### config.mk
export PLATFORM = sky130hd
export DESIGN_NAME = sparse_ternary_ball_sampler
export DESIGN_NICKNAME = d
export VERILOG_FILES = /design/src/rtl/stbs_pkg.sv /design/src/rtl/stbs_ctrl.sv /design/src/rtl/stbs_table.sv /design/src/rtl/sparse_ternary_ball_sampler.sv
export SDC_FILE = /design/constraint.sdc
export NUM_CORES = 2
export LEC_CHECK = 0
export ABC_CLOCK_PERIOD_IN_PS = 32000
export BUFFER_PORTS_ARGS = -buffer_cell sky130_fd_sc_hd__buf_4
export CAP_MARGIN = 20
export CELL_PAD_IN_SITES_DETAIL_PLACEMENT = 0
export CELL_PAD_IN_SITES_GLOBAL_PLACEMENT = 1
export CORE_UTILIZATION = 60
export DETAILED_ROUTE_END_ITERATION = 8
export HOLD_SLACK_MARGIN = 0.05
export PLACE_DENSITY_LB_ADDON = 0.15
export SLEW_MARGIN = 30
export SYNTH_ARGS = -nofsm -noshare
export SYNTH_HDL_FRONTEND = slang
export SYNTH_SLANG_ARGS = --single-unit
export TNS_END_PERCENT = 10
### constraint.sdc
create_clock -name clk -period 32 [get_ports clk]
set_clock_uncertainty 0.15 [all_clocks]
set_input_delay 6.4 -clock clk [delete_from_list [all_inputs] [get_ports clk]]
set_output_delay 6.4 -clock clk [all_outputs]
set_load 0.02 [all_outputs]
### src/rtl/stbs_pkg.sv
`timescale 1ns / 1ps

package stbs_pkg;

  localparam int HEADER_BYTES = 8;
  localparam int MAX_WEIGHT = 64;
  localparam logic [6:0] WEIGHT_RESET = 7'd39;

  // Work handed from the control stage to the table stage for one word.
  typedef struct packed {
    logic       clr;    // start of a run: forget every table write
    logic       place;  // accepted candidate: read and swap the table
    logic [7:0] j;      // candidate index taken from the stream
    logic [7:0] r;      // entry at the top of the shrinking range
    logic       neg;    // sign bit for this placement
    logic       last;   // final placement of the run
  } req_t;

  // Result leaving the table stage.
  typedef struct packed {
    logic [7:0] position;
    logic       neg;
    logic       last;
  } res_t;

endpackage

### src/rtl/stbs_ctrl.sv
`timescale 1ns / 1ps

module stbs_ctrl #(
  parameter int POLY_LEN = 256
) (
  input  logic                clk,
  input  logic                rst,
  input  logic                acc,
  input  logic [7:0]          stream_byte,
  input  logic                start_req,
  input  logic                weight_we,
  input  logic [6:0]          weight_data,
  output stbs_pkg::req_t      req
);
  import stbs_pkg::*;

  localparam logic [8:0] TOP_IDX = 9'(POLY_LEN - 1);

  logic [63:0] sign_bits, sign_bits_next;
  logic [3:0]  header_count, header_count_next;
  logic [6:0]  placed_count, placed_count_next;
  logic        run_done, run_done_next;
  logic [6:0]  weight;

  logic [63:0] sign_cur;
  logic [3:0]  hc_cur;
  logic [6:0]  pc_cur;
  logic        done_cur;
  logic [6:0]  w_eff;
  logic [7:0]  replace;
  logic        place;
  logic        is_last;

  always_comb begin
    sign_cur = start_req ? '0 : sign_bits;
    hc_cur   = start_req ? '0 : header_count;
    pc_cur   = start_req ? '0 : placed_count;
    done_cur = start_req ? 1'b0 : run_done;
    w_eff    = (weight > 7'(MAX_WEIGHT)) ? 7'(MAX_WEIGHT) : weight;
    replace  = 8'(TOP_IDX - {2'b00, pc_cur});

    sign_bits_next    = sign_cur;
    header_count_next = hc_cur;
    placed_count_next = pc_cur;
    run_done_next     = done_cur;
    place             = 1'b0;
    is_last           = 1'b0;

    if (!done_cur) begin
      if (hc_cur < 4'(HEADER_BYTES)) begin
        sign_bits_next    = {sign_cur[55:0], stream_byte};
        header_count_next = hc_cur + 4'd1;
        if (hc_cur == 4'(HEADER_BYTES - 1) && w_eff == 7'd0) begin
          run_done_next = 1'b1;
        end
      end else if (pc_cur >= w_eff) begin
        run_done_next = 1'b1;
      end else if (stream_byte <= replace) begin
        place             = 1'b1;
        placed_count_next = pc_cur + 7'd1;
        is_last           = (pc_cur + 7'd1) >= w_eff;
        run_done_next     = is_last;
      end
    end
  end

  always_ff @(posedge clk) begin
    if (rst) begin
      sign_bits    <= '0;
      header_count <= '0;
      placed_count <= '0;
      run_done     <= 1'b1;
      weight       <= WEIGHT_RESET;
    end else begin
      if (acc) begin
        sign_bits    <= sign_bits_next;
        header_count <= header_count_next;
        placed_count <= placed_count_next;
        run_done     <= run_done_next;
      end
      if (weight_we) begin
        weight <= weight_data;
      end
    end
  end

  always_comb begin
    req.clr   = acc & start_req;
    req.place = acc & place;
    req.j     = stream_byte;
    req.r     = replace;
    // Sign bit i of the placement order sits at bit 63 - i.
    req.neg   = sign_cur[~pc_cur[5:0]];
    req.last  = is_last;
  end

endmodule

### src/rtl/stbs_table.sv
`timescale 1ns / 1ps

module stbs_table #(
  parameter int POLY_LEN = 256
) (
  input  logic           clk,
  input  logic           rst,
  input  stbs_pkg::req_t req,
  input  logic           advance,
  output logic           s1_valid,
  output stbs_pkg::res_t res
);
  import stbs_pkg::*;

  localparam int IDX_W = $clog2(POLY_LEN);

  logic [IDX_W-1:0] mem [POLY_LEN];
  logic [IDX_W-1:0] rd_j, rd_r;
  logic [POLY_LEN-1:0] written;

  logic [IDX_W-1:0] s1_j, s1_r;
  logic             s1_neg, s1_last;

  logic             fwd_v;
  logic [IDX_W-1:0] fwd_addr, fwd_data;

  logic [IDX_W-1:0] val_j, val_r;
  logic             wr_en;

  // Only the lower entry needs writing back: the top entry of the range is
  // never read again in this run.
  assign wr_en = s1_valid & advance;

  always_ff @(posedge clk) begin
    if (wr_en) begin
      mem[s1_j] <= val_r;
    end
    if (req.place) begin
      rd_j <= mem[req.j[IDX_W-1:0]];
      rd_r <= mem[req.r[IDX_W-1:0]];
    end
  end

  always_ff @(posedge clk) begin
    if (rst || req.clr) begin
      written <= '0;
    end else if (wr_en) begin
      written[s1_j] <= 1'b1;
    end
  end

  always_ff @(posedge clk) begin
    if (rst) begin
      s1_valid <= 1'b0;
      fwd_v    <= 1'b0;
    end else begin
      if (req.place) begin
        s1_valid <= 1'b1;
        // A write landing on the edge of the read is not seen by that read.
        fwd_v    <= wr_en;
      end else if (advance) begin
        s1_valid <= 1'b0;
      end
    end
  end

  always_ff @(posedge clk) begin
    if (req.place) begin
      s1_j     <= req.j[IDX_W-1:0];
      s1_r     <= req.r[IDX_W-1:0];
      s1_neg   <= req.neg;
      s1_last  <= req.last;
      fwd_addr <= s1_j;
      fwd_data <= val_r;
    end
  end

  always_comb begin
    if (fwd_v && fwd_addr == s1_j) begin
      val_j = fwd_data;
    end else begin
      val_j = written[s1_j] ? rd_j : s1_j;
    end
    if (fwd_v && fwd_addr == s1_r) begin
      val_r = fwd_data;
    end else begin
      val_r = written[s1_r] ? rd_r : s1_r;
    end
    res.position = 8'(val_j);
    res.neg      = s1_neg;
    res.last     = s1_last;
  end

endmodule

### src/rtl/sparse_ternary_ball_sampler.sv
`timescale 1ns / 1ps
// A placing word accepted at the input goes into the table stage registers
// and then, when the output is not stalled, into the output register.
// Throughput: one stream word per cycle unless stalled, set by the one write
// port of the permutation memory and its two registered read ports.
// Reset (rst, synchronous): control state cleared, weight set to 39, no run
// active; memory contents are left alone and masked by per-entry valid bits.

module sparse_ternary_ball_sampler #(
  parameter int POLY_LEN = 256
) (
  input  logic              clk,
  input  logic              rst,
  input  logic              in_valid,
  output logic              in_stall,
  input  logic [7:0]        stream_byte,
  input  logic              start_req,
  output logic              out_valid,
  input  logic              out_stall,
  output logic [7:0]        position,
  output logic signed [1:0] coefficient,
  output logic              last,
  input  logic              weight_we,
  input  logic [6:0]        weight_data
);
  import stbs_pkg::*;

  // The control stage decides from its own registers and the incoming byte
  // whether a word is a header word, a rejected candidate or a placement,
  // so the next word can be judged in the very next cycle. The table stage
  // holds one placement while its two memory reads return; it writes the
  // swapped entry back as it moves on, and forwards that write to the
  // following placement, whose reads were issued on the same edge.

  req_t req;
  res_t res;
  logic acc;
  logic s1_valid;
  logic advance;

  // The output register can take a new word when it is empty or being read.
  assign advance  = !out_valid || !out_stall;
  // A word is held off only when the table stage is full and cannot move on.
  assign in_stall = s1_valid && !advance;
  assign acc      = in_valid && !in_stall;

  stbs_ctrl #(
    .POLY_LEN(POLY_LEN)
  ) u_ctrl (
    .clk        (clk),
    .rst        (rst),
    .acc        (acc),
    .stream_byte(stream_byte),
    .start_req  (start_req),
    .weight_we  (weight_we),
    .weight_data(weight_data),
    .req        (req)
  );

  stbs_table #(
    .POLY_LEN(POLY_LEN)
  ) u_table (
    .clk     (clk),
    .rst     (rst),
    .req     (req),
    .advance (advance),
    .s1_valid(s1_valid),
    .res     (res)
  );

  // Output register: it parts the table stage from the consumer.
  always_ff @(posedge clk) begin
    if (rst) begin
      out_valid <= 1'b0;
    end else if (advance) begin
      out_valid <= s1_valid;
    end
  end

  always_ff @(posedge clk) begin
    if (advance && s1_valid) begin
      position    <= res.position;
      coefficient <= res.neg ? 2'sb11 : 2'sb01;
      last        <= res.last;
    end
  end

endmodule

==> flow_results.org <==
** STA
- Post-route minimum period :: approximately 14000 ps
- Headroom to the max-slew limit came out at 26.6%.
- The final-report max-slew violation count was 0.
- The worst path uses 42.2% of the clock period.
- The final hold violation count came to 0.
- Derived from the worst setup path, the maximum achievable clock frequency is 74.0 MHz.
- Hold is met by 276 ps.
- Setup repair after global routing missed its margin :: no
- At the pin with the least slew margin, the transition time is 1100 ps.
- Setup violation total in the final timing report :: 0
- Setup total negative slack on the finished layout was measured at 0 ps.

** Drt
- Dividing the detail-routed wire length by the instance count gives approximately 36 um.
- In the routed design, unresolved DRC markers number 0.
- The first TritonRoute pass finished after 6 iterations.
- Using the TritonRoute via totals, the vias-per-cell ratio works out to between 7 and 8.
- Vias post-DR :: between 50000 and 60000
- Iteration-0 DRC count of the detailed router :: a little under 8000
- Routed Wire Length :: a little under 300 mm
- Antenna-violating nets left :: 0

** Synth
- Number of enable-type register cells in the synthesized netlist :: approximately 2100
- Counting every instance in the synthesized netlist gives between 5000 and 6000.
- The number of nets in the synthesized netlist is ~5700.
- Top cells by area in the synthesized netlist :: sky130_fd_sc_hd__edfxtp_1 (61%), sky130_fd_sc_hd__mux4_2 (20%), sky130_fd_sc_hd__dfxtp_1 (6.6%)
- Mean Syn Cell Area :: roughly 18 um^2
- Flip-flop and latch count after synthesis :: roughly 2400
- Area of the mapped netlist :: between 0.1 and 0.15 mm^2
- During synthesis, Yosys emitted a total of 0 warnings.
- Of the synthesized area, sequential elements account for between 60% and 70%.
- Top cell type's share of synthesized area :: between 60% and 70%
- For this run, asynchronously set or reset flops after synthesis account for 0%.
- Among all flip-flop cells after synthesis, the most frequent one is sky130_fd_sc_hd__edfxtp_1.
- The biggest area contributor in the post-synthesis netlist is sky130_fd_sc_hd__edfxtp_1.
- Synthesis instantiated around 70 different standard cells from the library.

** Global routing
- The via count of the first global-routing pass was between 50000 and 60000.
- Largest net degree at the start of global routing :: 258
- The initial antenna violation count was 7.
- First-pass GRT wire length :: about 420 mm
- All-Layer GR Usage :: between 30% and 40%
- Total congestion overflow :: 0

** Critical path
- At the worst endpoint, the required time is between 20000 and 30000 ps.
- Classification of the worst setup path :: input port to output port
- In this run the worst path has a maximum fanout of 5.
- Startpoint types :: input port
- The worst setup path is captured at an output port.
- At the worst endpoint, the arrival time is about 7000 ps.

** Final layout
- Leading cell types in the layout, fill and taps excluded :: sky130_fd_sc_hd__edfxtp_1 (2107), sky130_fd_sc_hd__mux4_2 (918), sky130_fd_sc_hd__dfxtp_1 (340)
- Measured on the finished design, the core utilization comes to between 60% and 70%.
- Largest register FFs :: between 2000 and 2500
- Largest register by flop count :: u_table.mem
- Layout cells sized above 1 :: 28.1%
- The largest registers in the layout are u_table.mem (2048), u_table.written (256), u_ctrl.sign_bits (64).
- The library cell used most frequently in the layout, excluding fill and tap cells, is sky130_fd_sc_hd__edfxtp_1.
- Compared with the post-synthesis result, the final layout area differs by 10.7%.
- Final layout net count :: just under 6000
- Finished Cell Area :: ~0.12 mm^2

** Die
- Measured along the x axis, the die boundary spans between 400 and 500 um.
- Total core area :: approximately 0.17 mm^2
- I/O pin count :: 34
- In this run the core area contains between 150 and 200 standard-cell rows.
- Once the floorplan was initialized, standard cells occupied between 60 and 70% of the core.
- Die extent in y :: ~420 um
- Die ar. :: between 0.15 and 0.2 mm^2

** Clock tree
- Post-CTS Hold Buffers :: 0
- In this run the post-CTS setup repair buffer count came out at 0.
- Clock slew at the register clock pins of the worst setup and hold paths :: 60 ps
- In this run the deepest clock path goes through 3 buffers.
- Clock latency on the worst-skew pair, taken at its later pin, is ~900 ps.
- # resized after CTS :: 0
- Number of sinks driven by the clock tree :: 2449
- Counting the buffers created by CTS gives between 200 and 250.
- Maximum level of the CTS H-tree :: 4
- The tree is rooted in a sky130_fd_sc_hd__clkbuf_16.
- Clock tree from TritonCTS :: built

** Outcome
- The run finished with clean final reports.

** Placed design
- The count of buffers added on input and output ports is 32.
- Placement Cell Area :: roughly 0.11 mm^2
- Routability-driven placement finished with a final weighted congestion of 0.913.
- The wire-length estimate of the detail-placed layout is approximately 180 mm.

** Power and ir drop
- PwrDens :: 54.7 mW/mm^2
- Largest vdd supply drop :: around 0.065 mV
- The analysis attributes to cell leakage a power of roughly 31 nW.

** Worst hold path
- Path class of the lowest-slack min-delay path :: register to register

** Job
- Number of max-capacitance violations reported :: 0
## path summary, 6_finish.rpt
path	endpoint	slack, ps	cells after the start	startpoint
min reg2reg	coefficient[1]	280	0	u_table.s1_neg
min	coefficient[1]	280	0	u_table.s1_neg
max	in_stall	18490	4	out_stall
max reg2reg	u_table.mem[49][7]	25760	11	u_table.s1_r[0]
## logic make-up (layout without fill, tap and decap cells)
logic type,Yosys count,in the layout,share of synthesized area (%)
mux,1108,1108,21.6
simple gates,871,871,3.47
compound gates,771,771,5.33
xor+xnor,20,20,0.168
flops,2449,2449,67.2
buf+inv,456,703,1.91
fa+ha+maj,23,23,0.276
other cells,1,6,0.00359
## metal layers
layer / track usage [%] / part of all wire [%] / up-vias
li1: - / - / 23600
met4: 15.3 / 5.1 / 4
met1: 46.8 / 37 / 31000
met3: 6.73 / 10 / 629
met2: 54.1 / 48 / 3549
met5: 0 / 0.0084 / -
## critical path, stage by stage
cell and delay [ps]:
sky130_fd_sc_hd__buf_4 120, sky130_fd_sc_hd__nand3_1 200, sky130_fd_sc_hd__inv_1 80, sky130_fd_sc_hd__buf_4 160
## Yosys cell counts (all sizes together), types with 6 or more instances
cell type,instances
edfxtp,2107
mux4,918
nor2,409
dfxtp,342
nand2,319
clkbuf,262
o21a,259
mux2i,181
buf,172
a21oi,99
a22oi,89
o221ai,77
o21ai,72
o211ai,52
nand3,42
nor2b,26
ha,23
inv,19
o311ai,19
a2bb2oi,18
xor2,14
a211oi,12
nand2b,12
a21boi,10
a22o,10
nor3,10
mux2,9
nand4,8
nor4,8
or3,8
a21o,7
a31o,7
o22a,7
xnor2,6
## report_power, final
part	total (mW)	internal [mW]	switching, mW	leakage (nW)
sequential	3.42	3.42	0.00149	17.6
combinational	0.129	0.0500	0.0793	9.69
clock	2.77	1.58	1.19	3.76
## through the flow
| stage | total power, mW | setup WS, ps | std cells |
|---|---|---|---|
| 6_report | 6.32 | 18490 | 8261 |
| 5_1_grt | 6.46 | 18460 | 8258 |
| 4_1_cts | 6.34 | 18490 | 8250 |
| 3_5_place_dp | 3.62 | 18490 | 7808 |
| 3_3_place_gp | 3.62 | 18450 | 7806 |
| 2_1_floorplan | 3.58 | 18740 | 5699 |
## layout make-up
type | instances | area (um^2)
inverters | 22 | 88.8
flip-flops and latches | 2449 | 70100
diodes | 5 | 12.5
clock inverters | 114 | 1030
fillers | 11300 | 56600
clock buffers | 328 | 6630
multi-input cells | 2794 | 32700
repair buffers | 239 | 2030
well taps | 2310 | 2890
No activity file was read; power rests on OpenSTA's default activity.
